**config.mk**
```make
export PLATFORM = sky130hd
export DESIGN_NAME = markup_head_section_extractor_unit_flat
export DESIGN_NICKNAME = d
export VERILOG_FILES = /design/src/design/mhse_pkg.sv /design/src/design/mhse_if.sv /design/src/design/mhse_scan.sv /design/src/design/mhse_result_q.sv /design/src/design/markup_head_section_extractor_unit.sv /design/src/flat_wrapper.sv
export VERILOG_INCLUDE_DIRS = /design/src /design/src/design
export SDC_FILE = /design/constraint.sdc
export NUM_CORES = 1
export LEC_CHECK = 0
export ABC_CLOCK_PERIOD_IN_PS = 5110
export BUFFER_PORTS_ARGS = -buffer_cell sky130_fd_sc_hd__buf_4
export CAP_MARGIN = 15
export CORE_MARGIN = 2
export CORE_UTILIZATION = 60
export DETAILED_ROUTE_END_ITERATION = 8
export PLACE_DENSITY_LB_ADDON = 0.3
export SETUP_SLACK_MARGIN = 0.1
export SYNTH_ARGS = -nofsm -noshare
export SYNTH_HDL_FRONTEND = slang
export SYNTH_SLANG_ARGS = --single-unit
```
**constraint.sdc**
```tcl
create_clock -name clk -period 5.11 [get_ports clk]
set_input_delay 1.022 -clock clk [delete_from_list [all_inputs] [get_ports clk]]
set_output_delay 1.022 -clock clk [all_outputs]
set_load 0.005 [all_outputs]
```
**src/design/markup_head_section_extractor_unit_macros.svh**
```systemverilog
// assertion macros for the markup head section extractor
// used by the scanner and the result queue, needs clk and rst_n in scope
`ifndef MARKUP_HEAD_SECTION_EXTRACTOR_UNIT_MACROS_SVH
`define MARKUP_HEAD_SECTION_EXTRACTOR_UNIT_MACROS_SVH

// same-cycle implication, disabled during reset
`define MHSE_ASSERT_NOW(label, ante, cons, msg) \
  label: assert property (@(posedge clk) disable iff (!rst_n) (ante) |-> (cons)) \
    else $error(msg);

// plain invariant, disabled during reset
`define MHSE_ASSERT_ALWAYS(label, cond, msg) \
  label: assert property (@(posedge clk) disable iff (!rst_n) 1'b1 |-> (cond)) \
    else $error(msg);

`endif

```
**src/design/mhse_pkg.sv**
```systemverilog
// shared types, byte constants and helpers of the head section extractor
// no dependencies
package mhse_pkg;

  localparam int HOLD_DEPTH = 5;

  localparam logic [7:0] CH_LT    = 8'h3C;
  localparam logic [7:0] CH_GT    = 8'h3E;
  localparam logic [7:0] CH_SLASH = 8'h2F;
  localparam logic [7:0] CH_SQ    = 8'h27;
  localparam logic [7:0] CH_DQ    = 8'h22;
  localparam logic [7:0] CH_SP    = 8'h20;
  localparam logic [7:0] CH_TAB   = 8'h09;
  localparam logic [7:0] CH_LF    = 8'h0A;
  localparam logic [7:0] CH_CR    = 8'h0D;

  // "<head" and "</head", lower case
  localparam logic [7:0] OPEN_PAT [5] = '{8'h3C, 8'h68, 8'h65, 8'h61, 8'h64};
  localparam logic [7:0] CLOSE_PAT [6] = '{8'h3C, 8'h2F, 8'h68, 8'h65, 8'h61, 8'h64};

  // results caused by one byte: held prefix, then the byte itself, then the verdict
  typedef struct packed {
    logic [HOLD_DEPTH-1:0][7:0] held;
    logic [7:0]                 cur;
    logic [2:0]                 n_held;
    logic                       cur_en;
    logic                       verdict_en;
    logic                       verdict_val;
  } res_t;

  function automatic logic [7:0] fold_case(input logic [7:0] c);
    fold_case = (c >= 8'h41 && c <= 8'h5A) ? c + 8'd32 : c;
  endfunction

  function automatic logic is_space(input logic [7:0] c);
    is_space = (c == CH_SP) || (c == CH_TAB) || (c == CH_LF) || (c == CH_CR);
  endfunction

endpackage

```
**src/design/mhse_if.sv**
```systemverilog
// valid/ready channel interfaces for source bytes and result words
// no dependencies
interface mhse_in_if;
  logic       valid;
  logic       ready;
  logic [7:0] in_byte;
  logic       end_of_source;
  modport source (output valid, in_byte, end_of_source, input ready);
  modport sink (input valid, in_byte, end_of_source, output ready);
endinterface

interface mhse_out_if;
  logic       valid;
  logic       ready;
  logic       has_content_byte;
  logic [7:0] content_byte;
  logic       verdict_valid;
  logic       head_present;
  logic       run_last;
  modport source (output valid, has_content_byte, content_byte, verdict_valid,
                  head_present, run_last, input ready);
  modport sink (input valid, has_content_byte, content_byte, verdict_valid,
                head_present, run_last, output ready);
endinterface

```
**src/design/mhse_scan.sv**
```systemverilog
// per-byte scanner: open tag match, quote tracking, close tag hold buffer
// depends on mhse_pkg and the macros header
`include "markup_head_section_extractor_unit_macros.svh"
module mhse_scan (
  input  logic            clk,
  input  logic            rst_n,
  input  logic            accept,
  input  logic [7:0]      in_byte,
  input  logic            end_of_source,
  output mhse_pkg::res_t  res,
  output logic            res_any
);
  import mhse_pkg::*;

  typedef enum logic [1:0] {PH_SEEK, PH_TAG, PH_CONTENT, PH_DONE} phase_t;
  typedef enum logic [1:0] {Q_NONE, Q_SINGLE, Q_DOUBLE} quote_t;

  phase_t     phase_r, phase_nxt;
  logic [2:0] omc_r, omc_nxt;
  quote_t     quote_r, quote_nxt;
  logic       slash_r, slash_nxt;
  logic [2:0] cc_r, cc_nxt;
  logic [7:0] held_r [HOLD_DEPTH];

  logic       hw_en;
  logic [2:0] hw_idx;
  logic       tag_act;
  quote_t     tq;
  logic       ts;
  logic       upd;
  logic [7:0] lc;
  logic       is_lt;

  always_comb begin
    phase_nxt = phase_r;
    omc_nxt   = omc_r;
    quote_nxt = quote_r;
    slash_nxt = slash_r;
    cc_nxt    = cc_r;
    hw_en     = 1'b0;
    hw_idx    = cc_r;
    tag_act   = 1'b0;
    tq        = quote_r;
    ts        = slash_r;
    upd       = 1'b1;
    lc        = fold_case(in_byte);
    is_lt     = (in_byte == CH_LT);
    for (int k = 0; k < HOLD_DEPTH; k++) begin
      res.held[k] = held_r[k];
    end
    res.cur         = in_byte;
    res.n_held      = 3'd0;
    res.cur_en      = 1'b0;
    res.verdict_en  = 1'b0;
    res.verdict_val = 1'b0;

    case (phase_r)
      PH_SEEK: begin
        if (omc_r >= 3'd5) begin
          if (in_byte == CH_GT || in_byte == CH_SLASH || is_space(in_byte)) begin
            phase_nxt = PH_TAG;
            omc_nxt   = 3'd0;
            tag_act   = 1'b1;
            tq        = Q_NONE;
            ts        = 1'b0;
          end else begin
            omc_nxt = {2'b00, is_lt};
          end
        end else if (lc == OPEN_PAT[omc_r]) begin
          omc_nxt = omc_r + 3'd1;
        end else begin
          omc_nxt = {2'b00, is_lt};
        end
      end
      PH_TAG: begin
        tag_act = 1'b1;
      end
      PH_CONTENT: begin
        if (lc == CLOSE_PAT[cc_r]) begin
          if (cc_r == 3'd5) begin
            cc_nxt          = 3'd0;
            res.verdict_en  = 1'b1;
            res.verdict_val = 1'b1;
            phase_nxt       = PH_DONE;
          end else begin
            hw_en  = 1'b1;
            hw_idx = cc_r;
            cc_nxt = cc_r + 3'd1;
          end
        end else begin
          res.n_held = cc_r;
          cc_nxt     = 3'd0;
          if (is_lt) begin
            hw_en  = 1'b1;
            hw_idx = 3'd0;
            cc_nxt = 3'd1;
          end else begin
            res.cur_en = 1'b1;
          end
        end
      end
      default: begin
      end
    endcase

    if (tag_act) begin
      quote_nxt = tq;
      slash_nxt = ts;
      if (tq == Q_SINGLE) begin
        if (in_byte == CH_SQ) quote_nxt = Q_NONE;
      end else if (tq == Q_DOUBLE) begin
        if (in_byte == CH_DQ) quote_nxt = Q_NONE;
      end else if (in_byte == CH_SQ) begin
        quote_nxt = Q_SINGLE;
      end else if (in_byte == CH_DQ) begin
        quote_nxt = Q_DOUBLE;
      end else if (in_byte == CH_GT) begin
        upd = 1'b0;
        if (ts) begin
          res.verdict_en  = 1'b1;
          res.verdict_val = 1'b1;
          phase_nxt       = PH_DONE;
        end else begin
          phase_nxt = PH_CONTENT;
          cc_nxt    = 3'd0;
        end
      end
      if (upd && !is_space(in_byte)) slash_nxt = (in_byte == CH_SLASH);
    end

    if (end_of_source) begin
      // flush whatever is held, this byte last
      if (phase_nxt == PH_CONTENT && phase_r == PH_CONTENT) begin
        res.n_held = cc_r;
        res.cur_en = 1'b1;
      end
      if (phase_nxt != PH_DONE) begin
        res.verdict_en  = 1'b1;
        res.verdict_val = (phase_nxt == PH_CONTENT);
      end
      phase_nxt = PH_SEEK;
      omc_nxt   = 3'd0;
      quote_nxt = Q_NONE;
      slash_nxt = 1'b0;
      cc_nxt    = 3'd0;
    end

    res_any = (res.n_held != 3'd0) || res.cur_en || res.verdict_en;
  end

  always_ff @(posedge clk) begin
    if (!rst_n) begin
      phase_r <= PH_SEEK;
      omc_r   <= 3'd0;
      quote_r <= Q_NONE;
      slash_r <= 1'b0;
      cc_r    <= 3'd0;
    end else if (accept) begin
      phase_r <= phase_nxt;
      omc_r   <= omc_nxt;
      quote_r <= quote_nxt;
      slash_r <= slash_nxt;
      cc_r    <= cc_nxt;
    end
  end

  always_ff @(posedge clk) begin
    if (accept && hw_en) held_r[hw_idx] <= in_byte;
  end

  `MHSE_ASSERT_ALWAYS(a_omc_range, omc_r <= 3'd5, "open match count out of range")
  `MHSE_ASSERT_NOW(a_omc_seek, phase_r != PH_SEEK, omc_r == 3'd0, "open match outside seek")
  `MHSE_ASSERT_NOW(a_cc_content, cc_r != 3'd0, phase_r == PH_CONTENT && cc_r <= 3'd5,
                   "close match outside content")

endmodule

```
**src/design/mhse_result_q.sv**
```systemverilog
// result register that drains one byte's results one word per cycle while out_ready is high
// depends on mhse_pkg and the macros header
`include "markup_head_section_extractor_unit_macros.svh"
module mhse_result_q (
  input  logic            clk,
  input  logic            rst_n,
  input  logic            load,
  input  mhse_pkg::res_t  res,
  input  logic            out_ready,
  output logic            out_valid,
  output logic            has_content_byte,
  output logic [7:0]      content_byte,
  output logic            verdict_valid,
  output logic            head_present,
  output logic            run_last
);
  import mhse_pkg::*;

  logic [HOLD_DEPTH-1:0][7:0] held_r;
  logic [7:0] cur_r;
  logic [2:0] nh_r;
  logic [2:0] ptr_r;
  logic       c_pend_r;
  logic       v_pend_r;
  logic       v_val_r;

  logic       in_held;
  logic [2:0] ptr_idx;
  logic [3:0] rem;
  logic       fire;

  always_comb begin
    in_held   = (ptr_r < nh_r);
    ptr_idx   = (ptr_r < 3'(HOLD_DEPTH)) ? ptr_r : 3'd0;
    out_valid = in_held || c_pend_r || v_pend_r;
    rem       = 4'(nh_r) - 4'(ptr_r) + 4'(c_pend_r) + 4'(v_pend_r);
    run_last  = (rem == 4'd1);
    fire      = out_valid && out_ready;
    has_content_byte = in_held || c_pend_r;
    content_byte     = in_held ? held_r[ptr_idx] : (c_pend_r ? cur_r : 8'd0);
    verdict_valid    = !in_held && !c_pend_r && v_pend_r;
    head_present     = verdict_valid && v_val_r;
  end

  always_ff @(posedge clk) begin
    if (!rst_n) begin
      nh_r     <= 3'd0;
      ptr_r    <= 3'd0;
      c_pend_r <= 1'b0;
      v_pend_r <= 1'b0;
    end else if (load) begin
      nh_r     <= res.n_held;
      ptr_r    <= 3'd0;
      c_pend_r <= res.cur_en;
      v_pend_r <= res.verdict_en;
    end else if (fire) begin
      if (in_held) ptr_r <= ptr_r + 3'd1;
      else if (c_pend_r) c_pend_r <= 1'b0;
      else v_pend_r <= 1'b0;
    end
  end

  // payload, no reset
  always_ff @(posedge clk) begin
    if (load) begin
      held_r  <= res.held;
      cur_r   <= res.cur;
      v_val_r <= res.verdict_val;
    end
  end

  `MHSE_ASSERT_ALWAYS(a_ptr_bound, ptr_r <= nh_r, "held pointer past held count")
  `MHSE_ASSERT_ALWAYS(a_nh_bound, nh_r <= 3'(HOLD_DEPTH), "held count beyond hold depth")
  `MHSE_ASSERT_NOW(a_one_kind, out_valid, has_content_byte ^ verdict_valid,
                   "result word carries both or neither kind")

endmodule

```
**src/design/markup_head_section_extractor_unit.sv**
```systemverilog
// output: the first result word of a byte is offered in the cycle after the byte is taken
// throughput: one byte per cycle while out_ch.ready is high and each byte causes at most
//   one result word; a byte causing k words (at most 7) holds the result register until
//   they leave, one per ready cycle, and the next byte is taken with the last word
// reset: synchronous active-low rst_n returns the scanner to seeking "<head" and
//   empties the result register; the close-tag hold buffer has no reset
module markup_head_section_extractor_unit (
  input  logic  clk,
  input  logic  rst_n,
  mhse_in_if.sink    in_ch,
  mhse_out_if.source out_ch
);
  import mhse_pkg::*;

  res_t res;
  logic res_any;
  logic out_valid;
  logic run_last;
  logic in_ready;
  logic in_fire;

  // take a byte when the result register is empty or its last word leaves now
  assign in_ready    = !out_valid || (run_last && out_ch.ready);
  assign in_ch.ready = in_ready;
  assign in_fire     = in_ch.valid && in_ready;

  // scanner: state updates on each taken byte, results built combinationally
  mhse_scan u_scan (
    .clk           (clk),
    .rst_n         (rst_n),
    .accept        (in_fire),
    .in_byte       (in_ch.in_byte),
    .end_of_source (in_ch.end_of_source),
    .res           (res),
    .res_any       (res_any)
  );

  // result register: held prefix, then the byte, then the verdict
  mhse_result_q u_result_q (
    .clk              (clk),
    .rst_n            (rst_n),
    .load             (in_fire && res_any),
    .res              (res),
    .out_ready        (out_ch.ready),
    .out_valid        (out_valid),
    .has_content_byte (out_ch.has_content_byte),
    .content_byte     (out_ch.content_byte),
    .verdict_valid    (out_ch.verdict_valid),
    .head_present     (out_ch.head_present),
    .run_last         (run_last)
  );

  assign out_ch.valid    = out_valid;
  assign out_ch.run_last = run_last;

endmodule
```
**src/flat_wrapper.sv**
```systemverilog
// flat-port wrapper written by rule: the top's interface ports become plain ports
module markup_head_section_extractor_unit_flat import mhse_pkg::*;
  (clk, rst_n, in_ch_valid, in_ch_in_byte, in_ch_end_of_source, in_ch_ready, out_ch_valid, out_ch_has_content_byte, out_ch_content_byte, out_ch_verdict_valid, out_ch_head_present, out_ch_run_last, out_ch_ready);
  mhse_in_if in_ch_i ();
  mhse_out_if out_ch_i ();
  input  logic clk;
  input  logic rst_n;
  input wire logic [$bits(in_ch_i.valid)-1:0] in_ch_valid;
  input wire logic [$bits(in_ch_i.in_byte)-1:0] in_ch_in_byte;
  input wire logic [$bits(in_ch_i.end_of_source)-1:0] in_ch_end_of_source;
  output wire logic [$bits(in_ch_i.ready)-1:0] in_ch_ready;
  output wire logic [$bits(out_ch_i.valid)-1:0] out_ch_valid;
  output wire logic [$bits(out_ch_i.has_content_byte)-1:0] out_ch_has_content_byte;
  output wire logic [$bits(out_ch_i.content_byte)-1:0] out_ch_content_byte;
  output wire logic [$bits(out_ch_i.verdict_valid)-1:0] out_ch_verdict_valid;
  output wire logic [$bits(out_ch_i.head_present)-1:0] out_ch_head_present;
  output wire logic [$bits(out_ch_i.run_last)-1:0] out_ch_run_last;
  input wire logic [$bits(out_ch_i.ready)-1:0] out_ch_ready;
  assign in_ch_i.valid = in_ch_valid;
  assign in_ch_i.in_byte = in_ch_in_byte;
  assign in_ch_i.end_of_source = in_ch_end_of_source;
  assign in_ch_ready = in_ch_i.ready;
  assign out_ch_valid = out_ch_i.valid;
  assign out_ch_has_content_byte = out_ch_i.has_content_byte;
  assign out_ch_content_byte = out_ch_i.content_byte;
  assign out_ch_verdict_valid = out_ch_i.verdict_valid;
  assign out_ch_head_present = out_ch_i.head_present;
  assign out_ch_run_last = out_ch_i.run_last;
  assign out_ch_i.ready = out_ch_ready;
  markup_head_section_extractor_unit u_core (.clk(clk), .rst_n(rst_n), .in_ch(in_ch_i), .out_ch(out_ch_i));
endmodule
```
Word level (Yosys, flattened, before mapping)
Memory sizes are Yosys's and may differ from the RTL's. A register that Yosys moved wholly into a read port is not among the register bits.
Cells that the tools add are included.
W data, S select, Z words.
{"block": "classes", "add_sub_neg": 7, "multipliers": 0, "div": 0, "n_lt_le_gt_ge": 8, "eq_ne": 21, "shift": 0, "muxes": 97, "bitwise_logic": 3, "reduce_logical": 36}
{"operator": "$mux W2", "count": 32}
{"operator": "$mux W8", "count": 8}
{"operator": "$mux W3", "count": 19}
{"operator": "$eq A8 B6 Y1 const B", "count": 6}
{"operator": "$mux W1", "count": 31}
{"operator": "$bmux W8 S3", "count": 1}
{"operator": "$eq A8 B4 Y1 const B", "count": 3}
{"operator": "$eq A8 B8 Y1", "count": 2}
{"operator": "$mux W6", "count": 2}
{"operator": "$logic_and A1 B1 Y1", "count": 11}
{"operator": "$logic_or A1 B1 Y1", "count": 10}
{"operator": "$add A3 B1 Y3 const B", "count": 3}
{"operator": "$add A4 B1 Y4", "count": 2}
{"operator": "$add A8 B6 Y8 const B", "count": 1}
{"operator": "$ge A4 B4 Y1 const B", "count": 2}
{"operator": "$ge A8 B7 Y1 const B", "count": 1}
{"operator": "$le A8 B7 Y1 const B", "count": 1}
{"operator": "$mux W4", "count": 2}
{"operator": "$not A3 Y4", "count": 2}
{"operator": "$reduce_and A2 Y1", "count": 4}
{"operator": "$eq A2 B2 Y1 const B", "count": 3}
{"operator": "$ne A2 B2 Y1 const B", "count": 3}
{"operator": "$reduce_bool A2 Y1", "count": 3}
{"operator": "$eq A2 B1 Y1 const B", "count": 2}
{"operator": "other kinds (15)", "count": 18}
{"block": "word_totals", "reg_bits": 28, "latchBits": 0, "ram_bits": 40, "romBits": 128, "input_bits": 13, "out_inout_bits": 14, "word_cells": 186, "memories": 3}
{"name": "(no name shown)", "words": 8, "width": 8, "read_ports": 1, "rd_clocked_by_memory_dff": 0, "wr": 0, "line_no": "mhse_scan.sv:79", "text": "if (lc == CLOSE_PAT[cc_r]) begin"}
{"name": "(no name shown)", "words": 8, "width": 8, "read_ports": 1, "rd_clocked_by_memory_dff": 0, "wr": 0, "line_no": "mhse_scan.sv:69", "text": "end else if (lc == OPEN_PAT[omc_r]) begin"}
{"name": "u_core.u_scan.held_r", "words": 5, "width": 8, "read_ports": 5, "rd_clocked_by_memory_dff": 5, "wr": 1, "line_no": "mhse_scan.sv:23", "text": "logic [7:0] held_r [HOLD_DEPTH];"}

Depth between registers and ports, before layout
Gate-level depths: netlist of run 1.
{"block": "depth", "ltp_word": 25, "ltp_mapped": 15}

Cells and area by module
Synthesis of run 1 repeated with hierarchy kept, for this count alone.
{"block": "hier_totals", "hier_cells": 455, "hier_area_um2": 5366.4}
{"module": "mhse_scan", "n_inst": 1, "cells_per_inst": 249, "area_each_um2": 2701.3, "seq_area_each_um2": 1421.4}
{"module": "mhse_result_q", "n_inst": 1, "cells_per_inst": 203, "area_each_um2": 2642.5, "seq_area_each_um2": 1631.6}
{"module": "markup_head_section_extractor_unit", "n_inst": 1, "cells_per_inst": 3, "area_each_um2": 22.5, "seq_area_each_um2": 0.0}

Least setup slack after synthesis of run 1
OpenSTA, ideal clock, no wires.
{"block": "synth_timing", "kind": "register to register", "start": "register u_core.u_result_q.c_pend_r", "end": "register u_core.u_result_q.cur_r[0], enable pin", "t_arrival_ns": 4.185, "t_required_ns": 4.681, "path_slack_ns": 0.496, "stages_incl_launch_ff": 12, "synth_period_minus_slack_ns": 4.614, "cell_sequence": "dfxtp_1 > clkbuf_1 > inv_1 > ha_1 > fa_1 > inv_1 > fa_1 > or3_1 > nor4_1 > o21ai_1 > buf_2 > a21oi_2"}
{"block": "synth_between", "elab_chain_len": 7, "elab_cells_between_ends": 10, "classes_between": "add/sub (2); eq/ne (1); reduce/logical (7)"}
{"element": "start: declaration", "line_no": "mhse_result_q.sv:23", "text": "logic c_pend_r;"}
{"element": "start signal: assignment", "line_no": "mhse_result_q.sv:54", "text": "c_pend_r <= res.cur_en;"}
{"element": "$add A4 B1 Y4 (2 in series)", "line_no": "mhse_result_q.sv:36", "text": "rem = 4'(nh_r) - 4'(ptr_r) + 4'(c_pend_r) + 4'(v_pend_r);"}
{"element": "$eq A4 B1 Y1", "line_no": "mhse_result_q.sv:37", "text": "run_last = (rem == 4'd1);"}
{"element": "$logic_and A1 B1 Y1", "line_no": "markup_head_section_extractor_unit.sv:23", "text": "assign in_ready = !out_valid || (run_last && out_ch.ready);"}
{"element": "$logic_or A1 B1 Y1 (*)", "line_no": "markup_head_section_extractor_unit.sv:23"}
{"element": "$logic_and A1 B1 Y1 (*)", "line_no": "markup_head_section_extractor_unit.sv:25", "text": "assign in_fire = in_ch.valid && in_ready;"}
{"element": "$logic_and A1 B1 Y1 (*)", "line_no": "markup_head_section_extractor_unit.sv:42", "text": ".load (in_fire && res_any),"}
{"element": "via u_core.u_result_q.load", "line_no": "mhse_result_q.sv:7", "text": "input logic load,"}
{"element": "end signal: assignment", "line_no": "mhse_result_q.sv:67", "text": "cur_r <= res.cur;"}
{"element": "end: declaration", "line_no": "mhse_result_q.sv:20", "text": "logic [7:0] cur_r;"}
Mark *: on every way through the listed nets, which the timed path passes. The rest lies on a longest branch.
A chain may end at the register's enable or synchronous reset.

Worst setup path in the final report of run 1
{"block": "layout_timing", "start": "register u_core.u_result_q.c_pend_r", "end": "memory u_core.u_scan.held_r[1][7], enable pin"}
{"block": "layout_between", "elab_chain_len": 9, "elab_cells_between_ends": 12, "classes_between": "add/sub (2); eq/ne (1); mux (2); reduce/logical (7)"}
{"element": "$add A4 B1 Y4 (2 in series)", "line_no": "mhse_result_q.sv:36"}
{"element": "$eq A4 B1 Y1", "line_no": "mhse_result_q.sv:37"}
{"element": "$logic_and A1 B1 Y1", "line_no": "markup_head_section_extractor_unit.sv:23"}
{"element": "$logic_or A1 B1 Y1 (*)", "line_no": "markup_head_section_extractor_unit.sv:23"}
{"element": "$logic_and A1 B1 Y1 (*)", "line_no": "markup_head_section_extractor_unit.sv:25"}
{"element": "$logic_and A1 B1 Y1 (*)", "line_no": "mhse_scan.sv:168", "text": "if (accept && hw_en) held_r[hw_idx] <= in_byte;"}
{"element": "$mux W1 (*)", "line_no": "mhse_scan.sv:168"}
{"element": "$mux W1 (not written as such) (*)", "line_no": "mhse_scan.sv:168"}
{"element": "end: declaration", "line_no": "mhse_scan.sv:23"}
Every way passes the cells marked *; elsewhere a longest branch is shown, timed or not.

==> results by group, run 1 <==
Worst setup path
  – Req. time, crit path: 5.11 ns
  – Max Fanout on Critical Path: 12
  – Nature of the critical path endpoint: flip-flop
  – Setup CP Type: reg2reg
  – CP startpoint kind: flip-flop
  – CP Data Arrival Time: approximately 4.4 ns

Synthesis
  – Mapped Nets: 464
  – Synthesized area: 0.005167 mm2
  – Seq/Total Area, Yosys: 59.08%
  – Top-count cell post-synth: edfxtp_1
  – Synthesized flop and latch total: roughly 110
  – Cells after synthesis: about 430
  – Yosys cell types: 63
  – Mean Syn Cell Area: around 12 um2
  – Yosys warnings: 0
  – Yosys top cell by area: edfxtp_1
  – Number of synthesized flops with an enable pin: 89
  – Area contributors post-synth: edfxtp_1 52%, dfxtp_1 7.4%, ha_1 3.6%, mux4_2 3.5%, a21oi_1 3.2%
  – Main synth FF type: edfxtp_1
  – Top cell type's share of synthesized area: slightly above 50%
  – Synth top cells by count: 89 x edfxtp_1, 33 x a21oi_1, 30 x nand2_1
  – Ys async rst share: 0%

Clock tree
  – Clock Latency Late Sink: 0.38 ns
  – CTS H-tree lvls: 3
  – Post-CTS Setup Bufs: 0
  – CTS Sinks: 108
  – Reg clk slew, reported paths: 0.11 ns
  – Post_cts resized: 0
  – CTS tree: built
  – TritonCTS Buffers: 9
  – Clk buf depth: 2
  – Root Buffer: clkbuf_8
  – Post-CTS Hold Fix Bufs: 0

Timing
  – Final Cycle Share: 85.67%
  – Fmax: 0.2284 GHz
  – Worst slew pin tran: 0.8385 ns
  – Final worst slack: 0.7322 ns
  – Final hold vios: 0
  – Post-route setup TNS: 0 ns
  – Fin crit period: between 4 and 5 ns
  – Hold Slack: 0.4267 ns
  – Unrepaired setup endpoints after global routing: false
  – Final clock skew: ~0.013 ns
  – Max-Slew Margin vs Limit: 43.99%
  – Slew Limit Fails: 0
  – Setup-failing EPs final: 0

Final layout
  – Register Area: 0.003053 mm2
  – Area added between synthesis and finish: 9.540%
  – Diode count: 0
  – Fill cells: 599
  – Footprint of the multi-input gates: 0.001936 mm2
  – Final net count: 487
  – Layout cells sized above 1: 15.37%

Status
  – Outcome: complete, no violations

Placed design
  – Detailed placer's ending HPWL: 7160 um
  – Port Buffers: 26
  – Pre-CTS WS: 0.7558 ns
  – GP Congestion: 0.8861

Die
  – Full die area: between 0.009 and 0.01 mm2
  – Starting Density: 62.26%
  – Core Rows: 33
  – Core area: 0.008299 mm2
  – Chip Width: between 90 and 100 um
  – Ports: 27
  – DIE HEIGHT: 96.81 um

Pwr
  – Leak: 1.903 nW
  – IR drop worst, VDD: approximately 180 uV
  – Power Total: 0.001541 W
  – Pwr/cell area: ~270 mW/mm2

Routing
  – Residual DRC: 0
  – Total number of vias: 3,508
  – TritonRoute pass-1 iters: 5
  – Via density: 6.187
  – Post-route ant nets: 0
  – Routed WL per cell: 18.00 um
  – Initial DRC Count: 265
  – Final wirelength: 10,210 um

Global routing
  – First-pass GRT wire length: 16,800 um
  – Gr usage total: 22.52%
  – Antenna violations before repair: 0
  – Vias in the first global route: about 3,500
  – Grt ovf: 0
  – Largest net degree at the start of global routing: 25

Hold path
  – Hold crit path type: reg2reg

Run
  – Max-cap viol count: 0
-- layout by cell type (no fill, tap or decap), drive strengths merged, types with 10 or more instances in the layout --
master,netlist,final
o21ai,25,25
a21oi,36,36
nand3,20,20
edfxtp,89,89
inv,23,25
buf,10,33
ha,15,15
clkbuf,11,10
nor2,24,24
dfxtp,19,19
nand2,30,30
nor3,15,15
-- registers in the layout, indices dropped and copies added (netlist names) --
register                    flops
u_core.u_result_q.c_pend_r      1
u_core.u_scan.quote_r           2
u_core.u_result_q.held_r       40
u_core.u_result_q.ptr_r         3
u_core.u_scan.held_r           40
u_core.u_scan.cc_r              3
u_core.u_scan.omc_r             3
u_core.u_result_q.v_pend_r      1
u_core.u_scan.phase_r           2
u_core.u_scan.slash_r           1
u_core.u_result_q.cur_r         8
u_core.u_result_q.nh_r          3
u_core.u_result_q.v_val_r       1
-- through the flow --
| step | cells | utilization (%) | area, um2 |
|---|---|---|---|
| 2_1_floorplan | 434 | - | 5167 |
| 3_3_place_gp | 551 | 65.96 | 5474 |
| 3_5_place_dp | 551 | 65.96 | 5474 |
| 4_1_cts | 567 | 68.20 | 5660 |
| 5_1_grt | 567 | 68.20 | 5660 |
| 6_report | 567 | 68.20 | 5660 |
-- critical path: stages, from the launching register on --
cell and delay (ns):
dfxtp_1 0.66, inv_1 0.09, ha_1 0.30, fa_1 0.39, inv_1 0.08, fa_1 0.40
or3_1 0.40, nor4_1 0.34, o21ai_1 0.12, nor2_1 0.30, and3_1 0.23, nor2b_1 0.68
-- layout make-up --
class | count | share of cell area [%]
clock inverter | 6 | 1.039
inverter | 25 | 1.658
clock buffer | 10 | 2.255
multi-input combinational | 280 | 34.20
timing repair buffer | 33 | 4.598
sequential | 108 | 53.93
tap | 105 | 2.321
-- path summary, 6_finish.rpt --
check                                               endpoint  slack [ns]                       start  cells after the start
worst max register to register    u_core.u_scan.held_r[1][7]        0.73  u_core.u_result_q.c_pend_r                     11
worst max-delay path              u_core.u_scan.held_r[1][7]        0.73  u_core.u_result_q.c_pend_r                     11
worst min register to register  u_core.u_result_q.held_r[15]        0.43  u_core.u_scan.held_r[1][7]                      0
worst min-delay path            u_core.u_result_q.held_r[15]        0.43  u_core.u_scan.held_r[1][7]                      0
-- where the power goes --
group / leakage, nW / switching, W / total (W) / internal [W]
clock: 0.0902 / 0.000303 / 0.000489 / 0.000187
sequential: 0.970 / 0.00000497 / 0.000968 / 0.000963
combinational: 0.842 / 0.0000539 / 0.0000834 / 0.0000296
-- logic make-up (layout without fill, tap and decap cells) --
group / count (synthesis) / after routing / synth area share, %
buffers and inverters: 46 / 74 / 3.608
AOI/OAI and AO/OA: 103 / 103 / 13.25
muxes: 12 / 12 / 4.286
xor gates and xnor gates: 7 / 7 / 1.186
DFF: 108 / 108 / 59.08
adders and majority gates: 17 / 17 / 4.407
and+or+nand+nor: 141 / 141 / 14.19
-- metal layers --
metal / global-route usage, % / up-vias / share of wire (%)
met5: 0 / - / 0
met4: 7.692 / 0 / 1.8
met3: 4.335 / 17 / 5.4
met2: 37.13 / 104 / 49
met1: 30.19 / 1717 / 43
li1: - / 1670 / -
No activity file was read; power rests on OpenSTA's default activity.
==> run 2: changes to the inputs <==
--- a/config.mk
+++ b/config.mk
@@ -11,6 +11,7 @@
 export CAP_MARGIN = 15
 export CORE_MARGIN = 2
 export CORE_UTILIZATION = 60
+export CTS_BUF_LIST = sky130_fd_sc_hd__clkbuf_8
 export DETAILED_ROUTE_END_ITERATION = 8
 export PLACE_DENSITY_LB_ADDON = 0.3
 export SETUP_SLACK_MARGIN = 0.1
==> results by group, run 2 (synthesis results as in run 1) <==
Die
  – Core Rows: 33 (unchanged)
  – Starting Density: 62.26% (unchanged)
  – Core area: 0.008299 mm2 (unchanged)
  – Chip Width: 96.81 um (unchanged)
  – Ports: 27 (unchanged)
  – Full die area: 0.009371 mm2 (unchanged)
  – DIE HEIGHT: 96.81 um (unchanged)

Global routing
  – Antenna violations before repair: 0 (unchanged)
  – Gr usage total: 22.52% (unchanged)
  – Largest net degree at the start of global routing: 25 (unchanged)
  – Vias in the first global route: 3,470 (unchanged)
  – Grt ovf: 0 (unchanged)
  – First-pass GRT wire length: 16,800 um (unchanged)

Clock tree
  – CTS Sinks: 108 (unchanged)
  – Post_cts resized: 0 (unchanged)
  – Clock Latency Late Sink: 0.38 ns (about the same)
  – Reg clk slew, reported paths: 0.11 ns (about the same)
  – Post-CTS Setup Bufs: 0 (unchanged)
  – CTS H-tree lvls: 3 (unchanged)
  – Post-CTS Hold Fix Bufs: 0 (unchanged)
  – Root Buffer: clkbuf_8
  – CTS tree: built
  – TritonCTS Buffers: 9 (unchanged)
  – Clk buf depth: 2 (unchanged)

Pwr
  – IR drop worst, VDD: 177.9 uV (about the same)
  – Power Total: 0.001541 W (about the same)
  – Pwr/cell area: 272.2 mW/mm2 (about the same)
  – Leak: 1.907 nW (+0.22%)

Timing
  – Slew Limit Fails: 0 (unchanged)
  – Fmax: 0.2285 GHz (about the same)
  – Worst slew pin tran: 0.8373 ns (-0.001168 ns)
  – Post-route setup TNS: 0 ns (unchanged)
  – Setup-failing EPs final: 0 (unchanged)
  – Final clock skew: 0.01334 ns (+0.000006300 ns)
  – Fin crit period: 4.376 ns (-0.001454 ns)
  – Final hold vios: 0 (unchanged)
  – Final Cycle Share: 85.64% (about the same)
  – Unrepaired setup endpoints after global routing: false
  – Max-Slew Margin vs Limit: 44.06% (+0.078 points)

Final layout
  – Commonest non-fill, non-tap cell in the layout: edfxtp_1
  – Fill cells: 599 (unchanged)
  – Post-route core utilization: 68.20% (unchanged)
  – Footprint of the multi-input gates: 0.001936 mm2 (unchanged)
  – Biggest registers after layout: u_core.u_result_q.held_r: 40 flops, u_core.u_scan.held_r: 40 flops, u_core.u_result_q.cur_r: 8 flops
  – Layout cells sized above 1: 15.37% (unchanged)
  – Diode count: 0 (unchanged)
  – Register Area: 0.003053 mm2 (unchanged)
  – Area added between synthesis and finish: 9.540% (unchanged)
  – Most frequent cells in the layout: 89 x edfxtp_1, 33 x a21oi_1, 32 x buf_4
  – Final Instance Area: 0.005660 mm2 (unchanged)
  – Final net count: 487 (unchanged)
  – Cell Count, Final, Fillers Out: 567 (unchanged)

Worst setup path
  – Reg2Reg Setup Slack: 0.73 ns (about the same)
  – R2R Path Start: u_core.u_result_q.c_pend_r
  – CP Data Arrival Time: 4.38 ns (about the same)
  – CP startpoint kind: flip-flop
  – Req. time, crit path: 5.11 ns (about the same)
  – CP cell instances: inv_1 -> ha_1 -> fa_1 -> inv_1 -> fa_1 -> or3_1 -> nor4_1 -> o21ai_1 -> nor2_1 -> and3_1 -> nor2b_1
  – Crit-path max cell delay: 0.68 ns (about the same)
  – CP bufs+invs: 2 (unchanged)
  – CP top delay family: simple AND/OR/NAND/NOR gates
  – Setup CP Type: reg2reg
  – Nature of the critical path endpoint: flip-flop
  – Max Fanout on Critical Path: 12 (unchanged)
  – Worst setup path start: u_core.u_result_q.c_pend_r
  – Slowest CP cell: nor2b_1

Routing
  – Routed WL per cell: 18.04 um (+0.24%)
  – Final wirelength: 10,230 um (+0.24%)
  – Residual DRC: 0 (unchanged)
  – Post-route ant nets: 0 (unchanged)
  – Via density: 6.213 (+0.43%)
  – Initial DRC Count: 265 (unchanged)
  – TritonRoute pass-1 iters: 5 (unchanged)
  – Total number of vias: 3,523 (+0.43%)

Hold path
  – Hold crit path type: reg2reg
  – Hold Path Origin: u_core.u_scan.held_r[1][7]

Run
  – Max-cap viol count: 0 (unchanged)

Placed design
  – Port Buffers: 26 (unchanged)
  – GP Congestion: 0.8861 (unchanged)
  – Placed Cells: 551 (unchanged)
  – Detailed placer's ending HPWL: 7160 um (unchanged)
  – Placed cell areas: 0.005474 mm2 (unchanged)

Status
  – Outcome: complete, no violations
## run 2: power by group
part,switching [W],internal (W),total (W)
Clock,0.000304,0.000185,0.000489
Combinational,0.0000540,0.0000296,0.0000836
Sequential,0.00000501,0.000963,0.000968
Total,0.000363,0.00118,0.00154
## run 2: routing by layer
metal / vias to the layer above / share of wire (%) / global-route usage (%)
met5: - / 0 / 0
met4: 0 / 1.9 / 7.692
met3: 19 / 5.4 / 4.335
met2: 111 / 49 / 37.13
met1: 1723 / 43 / 30.19
li1: 1670 / - / -
## run 2: per-stage QoR
stage / hold slack [ns] / setup slack (ns)
global route: 0.4340 / 0.5697
global placement: 0.4006 / 0.8890
finish: 0.4267 / 0.7337
CTS: 0.4267 / 0.7201
floorplan: 0.4003 / 0.4959
detailed placement: 0.4045 / 0.7558
## run 2: layout make-up
class / count / share of cell area (%)
clock buffers: 9 / 2.188
well taps: 105 / 2.321
multi-input cells: 280 / 34.20
flip-flops and latches: 108 / 53.93
repair buffers: 33 / 4.598
inverters: 25 / 1.658
clock inverters: 7 / 1.105
## run 2: path summary, 6_finish.rpt
path	end	cells past startpoint
min	u_core.u_result_q.held_r[15]	0
min reg2reg	u_core.u_result_q.held_r[15]	0
max	u_core.u_scan.held_r[1][7]	11
max reg2reg	u_core.u_scan.held_r[1][7]	11
